### src/sv/srfr_pkg.sv
// Shared types, codes and a helper function of the servo reply frame reassembler.
package srfr_pkg;

  localparam int STORE_WORDS_DEF = 30;
  localparam int WORDS_PER_PACK  = 3;
  localparam int QUEUE_DEPTH     = 2;

  localparam logic [7:0] FC_PARAM     = 8'h10;
  localparam logic [7:0] FC_SET_ACK   = 8'h11;
  localparam logic [7:0] FC_MONITOR   = 8'h12;
  localparam logic [7:0] FC_ALARM     = 8'h14;
  localparam logic [7:0] FC_ZERO_ACK  = 8'h15;
  localparam logic [7:0] FC_ZERO_DONE = 8'h16;
  localparam logic [7:0] FC_STATUS    = 8'h23;

  localparam logic [3:0] LEN_MIN  = 4'd4;
  localparam logic [3:0] LEN_MID  = 4'd6;
  localparam logic [3:0] LEN_FULL = 4'd8;

  localparam logic STORE_PARAM = 1'b0;
  localparam logic STORE_MON   = 1'b1;

  typedef enum logic [2:0] {
    OP_FRAME     = 3'd0,
    OP_RD_PARAM  = 3'd1,
    OP_RD_MON    = 3'd2,
    OP_RST_PARAM = 3'd3,
    OP_RST_MON   = 3'd4
  } op_t;

  typedef enum logic [3:0] {
    EV_IGNORED    = 4'd0,
    EV_ALARM      = 4'd1,
    EV_PARAM_DONE = 4'd2,
    EV_SET_ACK    = 4'd3,
    EV_MON_DONE   = 4'd4,
    EV_ZERO_ACK   = 4'd5,
    EV_ZERO_DONE  = 4'd6,
    EV_STATUS     = 4'd7,
    EV_PACK_OK    = 4'd8,
    EV_PACK_BAD   = 4'd9,
    EV_READ       = 4'd10
  } event_t;

  typedef enum logic [1:0] {
    CMD_EVENT,
    CMD_PACK,
    CMD_READ,
    CMD_RESTART
  } cmd_kind_t;

  // Classified request handed from the front to the back
  typedef struct packed {
    cmd_kind_t                             kind;
    logic                                  sel;
    event_t                                ev;
    logic [7:0]                            code;
    logic                                  pre_bad;
    logic                                  last;
    logic [7:0]                            idx;
    logic [WORDS_PER_PACK-1:0]             wen;
    logic [WORDS_PER_PACK-1:0][15:0]       words;
    logic [7:0]                            rrow;
    logic [1:0]                            lane;
    logic                                  rd_in_range;
  } cmd_t;

  // Divide a 5-bit word index by three: multiply by 11/32, exact below 32
  function automatic logic [3:0] div3_5b(input logic [4:0] val);
    logic [8:0] prod;
    prod = 9'(val) * 9'd11;
    return prod[8:5];
  endfunction

endpackage

### src/sv/srfr_front.sv
// Front part: source filter, function decode and pack pre-checks.
module srfr_front #(
  parameter int STORE_WORDS = srfr_pkg::STORE_WORDS_DEF
) (
  input  logic              clk,
  input  logic              rst_n,
  input  logic              cfg_we,
  input  logic [3:0]        cfg_wdata,
  input  logic              in_valid,
  output logic              in_ready,
  input  logic [2:0]        in_op,
  input  logic              in_frame_valid,
  input  logic [7:0]        in_source_id,
  input  logic [7:0]        in_function_code,
  input  logic [3:0]        in_data_length,
  input  logic [7:0]        in_byte_zero,
  input  logic [7:0]        in_byte_one,
  input  logic [15:0]       in_word_first,
  input  logic [15:0]       in_word_second,
  input  logic [15:0]       in_word_third,
  input  logic [4:0]        in_read_index,
  output logic              cmd_valid,
  input  logic              cmd_ready,
  output srfr_pkg::cmd_t    cmd
);

  localparam int ROWS = STORE_WORDS / srfr_pkg::WORDS_PER_PACK;

  logic [3:0] dev_type_r;
  logic       bad_range;
  logic       bad_len;
  logic       bad_short;
  logic       is_last;
  logic [3:0] rd_row;
  logic [4:0] rd_base;

  always_ff @(posedge clk) begin
    if (!rst_n) begin
      dev_type_r <= '0;
    end else if (cfg_we) begin
      dev_type_r <= cfg_wdata;
    end
  end

  assign cmd_valid = in_valid;
  assign in_ready  = cmd_ready;

  always_comb begin
    bad_range = (in_byte_one >= in_byte_zero) || (in_byte_zero > 8'(ROWS));
    bad_len   = (in_data_length < srfr_pkg::LEN_MIN) || in_data_length[0] ||
                (in_data_length > srfr_pkg::LEN_FULL);
    is_last   = ({1'b0, in_byte_one} + 9'd1) == {1'b0, in_byte_zero};
    bad_short = (in_data_length != srfr_pkg::LEN_FULL) && !is_last;
    rd_row    = srfr_pkg::div3_5b(in_read_index);
    rd_base   = 5'(rd_row) * 5'd3;

    cmd             = '0;
    cmd.kind        = srfr_pkg::CMD_EVENT;
    cmd.ev          = srfr_pkg::EV_IGNORED;
    cmd.pre_bad     = bad_range || bad_len || bad_short;
    cmd.last        = is_last;
    cmd.idx         = in_byte_one;
    cmd.wen         = {in_data_length == srfr_pkg::LEN_FULL,
                       in_data_length >= srfr_pkg::LEN_MID, 1'b1};
    cmd.words       = {in_word_third, in_word_second, in_word_first};
    cmd.rrow        = 8'(rd_row);
    cmd.lane        = 2'(in_read_index - rd_base);
    cmd.rd_in_range = 8'(rd_row) < 8'(ROWS);

    unique case (in_op)
      srfr_pkg::OP_FRAME: begin
        if (in_frame_valid && (in_source_id[7:4] == dev_type_r)) begin
          unique case (in_function_code)
            srfr_pkg::FC_ALARM: begin
              cmd.ev   = srfr_pkg::EV_ALARM;
              cmd.code = in_byte_zero;
            end
            srfr_pkg::FC_PARAM: begin
              cmd.kind = srfr_pkg::CMD_PACK;
              cmd.sel  = srfr_pkg::STORE_PARAM;
            end
            srfr_pkg::FC_SET_ACK:   cmd.ev = srfr_pkg::EV_SET_ACK;
            srfr_pkg::FC_MONITOR: begin
              cmd.kind = srfr_pkg::CMD_PACK;
              cmd.sel  = srfr_pkg::STORE_MON;
            end
            srfr_pkg::FC_ZERO_ACK:  cmd.ev = srfr_pkg::EV_ZERO_ACK;
            srfr_pkg::FC_ZERO_DONE: cmd.ev = srfr_pkg::EV_ZERO_DONE;
            srfr_pkg::FC_STATUS: begin
              cmd.ev   = srfr_pkg::EV_STATUS;
              cmd.code = in_byte_zero;
            end
            default: ;
          endcase
        end
      end
      srfr_pkg::OP_RD_PARAM: begin
        cmd.kind = srfr_pkg::CMD_READ;
        cmd.sel  = srfr_pkg::STORE_PARAM;
      end
      srfr_pkg::OP_RD_MON: begin
        cmd.kind = srfr_pkg::CMD_READ;
        cmd.sel  = srfr_pkg::STORE_MON;
      end
      srfr_pkg::OP_RST_PARAM: begin
        cmd.kind = srfr_pkg::CMD_RESTART;
        cmd.sel  = srfr_pkg::STORE_PARAM;
      end
      srfr_pkg::OP_RST_MON: begin
        cmd.kind = srfr_pkg::CMD_RESTART;
        cmd.sel  = srfr_pkg::STORE_MON;
      end
      default: ;
    endcase
  end

endmodule

### src/sv/srfr_queue.sv
// Short request queue between the front and back parts.
module srfr_queue (
  input  logic              clk,
  input  logic              rst_n,
  input  logic              push_valid,
  output logic              push_ready,
  input  srfr_pkg::cmd_t    push_cmd,
  output logic              pop_valid,
  input  logic              pop_ready,
  output srfr_pkg::cmd_t    pop_cmd
);

  localparam int DEPTH = srfr_pkg::QUEUE_DEPTH;
  localparam int PW    = (DEPTH > 1) ? $clog2(DEPTH) : 1;
  localparam int CW    = $clog2(DEPTH + 1);

  srfr_pkg::cmd_t slot_r [DEPTH];
  logic [PW-1:0]  wr_ptr_r, wr_ptr_nxt;
  logic [PW-1:0]  rd_ptr_r, rd_ptr_nxt;
  logic [CW-1:0]  cnt_r, cnt_nxt;
  logic           do_push;
  logic           do_pop;

  assign push_ready = cnt_r != CW'(DEPTH);
  assign pop_valid  = cnt_r != '0;
  assign pop_cmd    = slot_r[rd_ptr_r];
  assign do_push    = push_valid && push_ready;
  assign do_pop     = pop_valid && pop_ready;

  always_comb begin
    wr_ptr_nxt = wr_ptr_r;
    rd_ptr_nxt = rd_ptr_r;
    cnt_nxt    = cnt_r;
    if (do_push) begin
      wr_ptr_nxt = (wr_ptr_r == PW'(DEPTH - 1)) ? '0 : wr_ptr_r + 1'b1;
    end
    if (do_pop) begin
      rd_ptr_nxt = (rd_ptr_r == PW'(DEPTH - 1)) ? '0 : rd_ptr_r + 1'b1;
    end
    if (do_push && !do_pop) begin
      cnt_nxt = cnt_r + 1'b1;
    end else if (do_pop && !do_push) begin
      cnt_nxt = cnt_r - 1'b1;
    end
  end

  always_ff @(posedge clk) begin
    if (!rst_n) begin
      wr_ptr_r <= '0;
      rd_ptr_r <= '0;
      cnt_r    <= '0;
    end else begin
      wr_ptr_r <= wr_ptr_nxt;
      rd_ptr_r <= rd_ptr_nxt;
      cnt_r    <= cnt_nxt;
    end
  end

  always_ff @(posedge clk) begin
    if (do_push) begin
      slot_r[wr_ptr_r] <= push_cmd;
    end
  end

endmodule

### src/sv/srfr_back.sv
// Back part: sequence check, word stores, buffer reads and the result register.
module srfr_back #(
  parameter int STORE_WORDS = srfr_pkg::STORE_WORDS_DEF
) (
  input  logic              clk,
  input  logic              rst_n,
  input  logic              cmd_valid,
  output logic              cmd_ready,
  input  srfr_pkg::cmd_t    cmd,
  output logic              out_valid,
  input  logic              out_ready,
  output logic [3:0]        out_event_res,
  output logic [7:0]        out_code_value,
  output logic [15:0]       out_read_word
);

  localparam int WPP  = srfr_pkg::WORDS_PER_PACK;
  localparam int ROWS = STORE_WORDS / WPP;
  localparam int RW   = (ROWS > 1) ? $clog2(ROWS) : 1;
  localparam int FW   = $clog2(ROWS + 1);

  // One memory per store and word lane, one row per pack
  logic [15:0]     mem_r  [2][WPP][ROWS];
  logic [FW-1:0]   fill_r [2][WPP];
  logic [15:0]     rd_r   [2][WPP];

  logic [RW-1:0]     par_exp_r, par_exp_nxt;
  logic [RW-1:0]     mon_exp_r, mon_exp_nxt;
  logic              out_vld_r;
  srfr_pkg::event_t  ev_r, ev_nxt;
  logic [7:0]        code_r, code_nxt;
  logic              sel_r;
  logic [1:0]        lane_r;
  logic              hit_r, hit_nxt;

  logic              fire;
  logic [RW-1:0]     cur_exp;
  logic              pack_ok;
  logic [RW-1:0]     row_w;
  logic [RW-1:0]     row_r;
  logic [WPP-1:0]    we;
  logic              rd_en;

  assign fire      = cmd_valid && (!out_vld_r || out_ready);
  assign cmd_ready = !out_vld_r || out_ready;
  assign row_w     = cmd.idx[RW-1:0];
  assign row_r     = cmd.rrow[RW-1:0];
  assign cur_exp   = (cmd.sel == srfr_pkg::STORE_MON) ? mon_exp_r : par_exp_r;
  assign pack_ok   = !cmd.pre_bad && (cmd.idx == 8'(cur_exp));
  assign rd_en     = fire && (cmd.kind == srfr_pkg::CMD_READ) && cmd.rd_in_range;

  always_comb begin
    par_exp_nxt = par_exp_r;
    mon_exp_nxt = mon_exp_r;
    ev_nxt      = srfr_pkg::EV_IGNORED;
    code_nxt    = '0;
    hit_nxt     = 1'b0;
    we          = '0;
    unique case (cmd.kind)
      srfr_pkg::CMD_EVENT: begin
        ev_nxt   = cmd.ev;
        code_nxt = cmd.code;
      end
      srfr_pkg::CMD_PACK: begin
        if (!pack_ok) begin
          ev_nxt = srfr_pkg::EV_PACK_BAD;
          if (cmd.sel == srfr_pkg::STORE_MON) mon_exp_nxt = '0;
          else                                par_exp_nxt = '0;
        end else begin
          we = cmd.wen;
          if (cmd.last) begin
            ev_nxt = (cmd.sel == srfr_pkg::STORE_MON) ? srfr_pkg::EV_MON_DONE
                                                      : srfr_pkg::EV_PARAM_DONE;
            if (cmd.sel == srfr_pkg::STORE_MON) mon_exp_nxt = '0;
            else                                par_exp_nxt = '0;
          end else begin
            ev_nxt = srfr_pkg::EV_PACK_OK;
            if (cmd.sel == srfr_pkg::STORE_MON) mon_exp_nxt = cur_exp + 1'b1;
            else                                par_exp_nxt = cur_exp + 1'b1;
          end
        end
      end
      srfr_pkg::CMD_READ: begin
        ev_nxt  = srfr_pkg::EV_READ;
        hit_nxt = cmd.rd_in_range && (FW'(row_r) < fill_r[cmd.sel][cmd.lane]);
      end
      srfr_pkg::CMD_RESTART: begin
        if (cmd.sel == srfr_pkg::STORE_MON) mon_exp_nxt = '0;
        else                                par_exp_nxt = '0;
      end
      default: ;
    endcase
    if (!fire) begin
      we = '0;
    end
  end

  always_ff @(posedge clk) begin
    if (!rst_n) begin
      par_exp_r <= '0;
      mon_exp_r <= '0;
      out_vld_r <= 1'b0;
    end else begin
      if (fire) begin
        par_exp_r <= par_exp_nxt;
        mon_exp_r <= mon_exp_nxt;
        out_vld_r <= 1'b1;
      end else if (out_ready) begin
        out_vld_r <= 1'b0;
      end
    end
  end

  // Packs land in strict order, so the written rows of each lane form a prefix:
  // a fill mark per lane tells written words from ones that must read as zero
  always_ff @(posedge clk) begin
    if (!rst_n) begin
      for (int s = 0; s < 2; s++) begin
        for (int l = 0; l < WPP; l++) begin
          fill_r[s][l] <= '0;
        end
      end
    end else begin
      for (int l = 0; l < WPP; l++) begin
        if (we[l] && (FW'(row_w) >= fill_r[cmd.sel][l])) begin
          fill_r[cmd.sel][l] <= FW'(row_w) + 1'b1;
        end
      end
    end
  end

  always_ff @(posedge clk) begin
    for (int l = 0; l < WPP; l++) begin
      if (we[l]) begin
        mem_r[cmd.sel][l][row_w] <= cmd.words[l];
      end
      if (rd_en) begin
        rd_r[0][l] <= mem_r[0][l][row_r];
        rd_r[1][l] <= mem_r[1][l][row_r];
      end
    end
  end

  always_ff @(posedge clk) begin
    if (fire) begin
      ev_r   <= ev_nxt;
      code_r <= code_nxt;
      sel_r  <= cmd.sel;
      lane_r <= cmd.lane;
      hit_r  <= hit_nxt;
    end
  end

  assign out_valid      = out_vld_r;
  assign out_event_res  = ev_r;
  assign out_code_value = code_r;
  assign out_read_word  = hit_r ? rd_r[sel_r][lane_r] : '0;

endmodule

### src/sv/servo_reply_frame_reassembler.sv
// Top level of the servo reply frame reassembler: front, request queue and back.
//
//  channel  | handshake             | payload
//  ---------+-----------------------+-------------------------------------------
//  in_      | in_valid / in_ready   | op, frame flag, source, function, length,
//           |                       | two bytes, three words, read index
//  out_     | out_valid / out_ready | event_res, code_value, read_word
//  cfg_     | cfg_we (no wait)      | cfg_wdata: expected device type nibble
//
// One request per cycle sustained while out_ready stays high; the clock edge that accepts a
// request fills a queue slot, then the back part runs the store write or read and
// registers the result that it presents.
// The store read port and result register sit in the back part; the two-entry
// queue keeps in_ready high for two requests while out_ready is low.
// Reset is synchronous; per-lane fill marks make the stores read as zero at once.
module servo_reply_frame_reassembler #(
  parameter int STORE_WORDS = srfr_pkg::STORE_WORDS_DEF
) (
  input  logic        clk,
  input  logic        rst_n,
  input  logic        cfg_we,
  input  logic [3:0]  cfg_wdata,
  input  logic        in_valid,
  output logic        in_ready,
  input  logic [2:0]  in_op,
  input  logic        in_frame_valid,
  input  logic [7:0]  in_source_id,
  input  logic [7:0]  in_function_code,
  input  logic [3:0]  in_data_length,
  input  logic [7:0]  in_byte_zero,
  input  logic [7:0]  in_byte_one,
  input  logic [15:0] in_word_first,
  input  logic [15:0] in_word_second,
  input  logic [15:0] in_word_third,
  input  logic [4:0]  in_read_index,
  output logic        out_valid,
  input  logic        out_ready,
  output logic [3:0]  out_event_res,
  output logic [7:0]  out_code_value,
  output logic [15:0] out_read_word
);

  logic           f_valid;
  logic           f_ready;
  srfr_pkg::cmd_t f_cmd;
  logic           b_valid;
  logic           b_ready;
  srfr_pkg::cmd_t b_cmd;

  srfr_front #(
    .STORE_WORDS (STORE_WORDS)
  ) u_front (
    .clk              (clk),
    .rst_n            (rst_n),
    .cfg_we           (cfg_we),
    .cfg_wdata        (cfg_wdata),
    .in_valid         (in_valid),
    .in_ready         (in_ready),
    .in_op            (in_op),
    .in_frame_valid   (in_frame_valid),
    .in_source_id     (in_source_id),
    .in_function_code (in_function_code),
    .in_data_length   (in_data_length),
    .in_byte_zero     (in_byte_zero),
    .in_byte_one      (in_byte_one),
    .in_word_first    (in_word_first),
    .in_word_second   (in_word_second),
    .in_word_third    (in_word_third),
    .in_read_index    (in_read_index),
    .cmd_valid        (f_valid),
    .cmd_ready        (f_ready),
    .cmd              (f_cmd)
  );

  srfr_queue u_queue (
    .clk        (clk),
    .rst_n      (rst_n),
    .push_valid (f_valid),
    .push_ready (f_ready),
    .push_cmd   (f_cmd),
    .pop_valid  (b_valid),
    .pop_ready  (b_ready),
    .pop_cmd    (b_cmd)
  );

  srfr_back #(
    .STORE_WORDS (STORE_WORDS)
  ) u_back (
    .clk            (clk),
    .rst_n          (rst_n),
    .cmd_valid      (b_valid),
    .cmd_ready      (b_ready),
    .cmd            (b_cmd),
    .out_valid      (out_valid),
    .out_ready      (out_ready),
    .out_event_res  (out_event_res),
    .out_code_value (out_code_value),
    .out_read_word  (out_read_word)
  );

endmodule

### config.mk
export PLATFORM = sky130hd
export DESIGN_NAME = servo_reply_frame_reassembler
export DESIGN_NICKNAME = d
export VERILOG_FILES = /design/src/sv/srfr_pkg.sv /design/src/sv/srfr_front.sv /design/src/sv/srfr_queue.sv /design/src/sv/srfr_back.sv /design/src/sv/servo_reply_frame_reassembler.sv
export SDC_FILE = /design/constraint.sdc
export NUM_CORES = 1
export LEC_CHECK = 0
export ABC_AREA = 0
export CAP_MARGIN = 0
export CORE_UTILIZATION = 55
export DETAILED_ROUTE_END_ITERATION = 7
export DONT_BUFFER_PORTS = 1
export HOLD_SLACK_MARGIN = 0.06
export PLACE_DENSITY_LB_ADDON = 0.25
export RECOVER_POWER = 25
export SLEW_MARGIN = 20
export SYNTH_ARGS = -nofsm -noshare
export SYNTH_HDL_FRONTEND = slang
export SYNTH_HIERARCHICAL = 1
export SYNTH_SLANG_ARGS = --single-unit
### constraint.sdc
create_clock -name clk -period 12.5 [get_ports clk]
set_input_delay 3.125 -clock clk [delete_from_list [all_inputs] [get_ports clk]]
set_output_delay 3.125 -clock clk [all_outputs]
set_load 0.02 [all_outputs]
==> out/qor.yml <==
worstHoldStart: "u_back/sel_r$_DFFE_PP_"
max_cap_viol_count: 2
cp_max_fo: 43
required_ns: 12.81
numCtsBuffers: 118
finalHoldViolCount: 0
leakagePower_nw: 17.8
cts_root_buf: "clkbuf_16"
n_antenna_cell: 0
critPathMaxStageDelay_ns: 2.00
max_freq_mhz: 129
fin_setup_tns_ns: 0
drtIter0Drc: 2343
fin_nets: 2782
seqPwrFrac_pct: 45.8
io_pins: 132
syn_to_final_growth_pct: 9.17
post_cts_resized: 0
setup-violations-final: 0
viasPerCell: 6.13
fin_util_pct: 60.8
netlist_area_sq_um: 51300
grt_pass1_wl_mm: 157
clockBufferDepth: 3
p_total_mw: 11.8
htree_levels: 3
fp-row-count: 111
skew_ns: 0.0307
drt-pass1-iter-count: 5
period_share_pct: 61.8
end_kind: "flip-flop"
start_kind: "flip-flop"
max_slew_margin_pct: -81.1
p_sw_share_pct: 29.3
rsz0062_at_grt: "false"
tightest_slew_ns: 2.72
dp_cells: 3761
syn-instance-count: 2667
die-area_sq_um: 94500
place_congestion: 0.865
instances_no_fill: 3981
violations: "max-capacitance violations, max-slew violations"
fin_area_sq_um: 56000
grt_overflow: 0
io_buffers: 0
hp-class: "reg -> reg"
outcome: "finished, violations left"
crit_chain: "clkbuf_1 > mux2_4 > inv_1 > xnor2_1 > nand3_2 > nor3_2 > nand3_1 > nor2_2"
layout-drive-gt1-share_pct: 22.9
grt_max_degree: 129
worstSkewPairLatency_ns: 0.70
fp.dieW_um: 307
p_int_mw: 8.35
worst_slack_ns: 4.77
post-cts-setup-buffers: 0
vias: 24400
cts_hold_buf: 0
cts_tree: "done"
p_clk_share_pct: 29.4
syn_area_per_cell_sq_um: 19.2
dp_hpwl_mm: 62.6
power.density_nw_per_um2: 211
place_ws_ns: 6.34
maxSlewViolCount: 86
fin_hold_ws_ns: 0.479
ir_drop_mv: 0.159
routed_wl_mm: 105
coreArea_sq_um: 92100
antenna_left: 0
synth_fp_nets: 2811
p_sw_mw: 3.46
drc: 0
start_util_pct: 55.7
antenna_found_initial: 4
grt_usage_pct: 22.5
die_y_um: 307
grt_pass1_vias: 25600
crit_type: "reg -> reg"
routedWlPerCell_um: 26.3
worst_ep_arrival_time_ns: 8.04
combinationalPowerShare_pct: 24.8
post-route-min-period_ns: 7.73
worst_path_max_delay_cell: "clkbuf_1"
placed_cell_area_sq_um: 52300
cts_sinks: 1281
ys_warn_count: 6
cts.clk_slew.worst_paths_ns: 0.06
registers in the layout, indices dropped and copies added, names as in the netlist, named ones only:
name / flops
u_back/par_exp_r: 4
u_queue/rd_ptr_r: 1
u_back/fill_r: 24
u_back/mem_r: 960
u_front/dev_type_r: 4
u_back/sel_r: 1
u_back/rd_r: 96
u_back/out_valid: 1
u_queue/slot_r: 166
u_queue/cnt_r: 2
u_back/hit_r: 1
u_back/lane_r: 2
u_back/out_code_value: 8
u_back/out_event_res: 4
u_queue/wr_ptr_r: 1
u_back/mon_exp_r: 4
cells in the final DEF (no fill, tap or decap), types with 40 or more instances in the layout:
cell and n:
buf_4 47, mux4_2 208, nand2_1 141, a21oi_1 114
clkbuf_16 119, mux2_1 40, edfxtp_1 1262, inv_1 40
mux2_2 129, a221oi_1 96, nor2_1 57, ha_1 41
final timing paths:
path / cells past startpoint / to / slack, ns
hold / removal: 2 / flip-flop / 0.48
setup / recovery: 8 / u_back/mem_r[0][144]$_DFFE_PP_ / 4.77
setup reg to reg: 8 / u_back/mem_r[0][144]$_DFFE_PP_ / 4.77
hold reg to reg: 2 / flip-flop / 0.48
routing by layer:
| layer | GRT usage, % | vias up | routed length, um |
|---|---|---|---|
| met3 | 3.46 | 161 | 7130 |
| met5 | 0 | - | 0 |
| met2 | 38.6 | 850 | 54000 |
| met4 | 7.62 | 0 | 2850 |
| li1 | - | 10700 | - |
| met1 | 29.5 | 12800 | 40700 |
area by class of cell:
type | instances | area [sq um]
tap | 1243 | 1560
multi-input combinational | 1146 | 11900
clock buffer | 146 | 3080
fill | 6360 | 36100
timing repair buffer | 49 | 377
inverter | 42 | 165
sequential | 1281 | 38300
clock inverter | 74 | 654
power by group through the flow:
stage	combinational [mW]	clock [mW]	sequential (mW)
5_1_grt	3.15	3.67	5.43
6_report	2.93	3.47	5.41
4_1_cts	3.00	3.52	5.41
3_3_place_gp	2.90	0	5.49
3_5_place_dp	2.98	0	5.50
2_1_floorplan	2.18	0	5.44
worst max-delay path, delay by kind of cell, from the launching register on:
| family | cells | cell delay, ns |
|---|---|---|
| simple gates | 4 | 2.62 |
| flops | 1 | 1.71 |
| mux | 1 | 0.54 |
| xor+xnor | 1 | 0.23 |
| buf+inv | 2 | 2.20 |
Note: power is estimated with default switching activity, not from simulation.
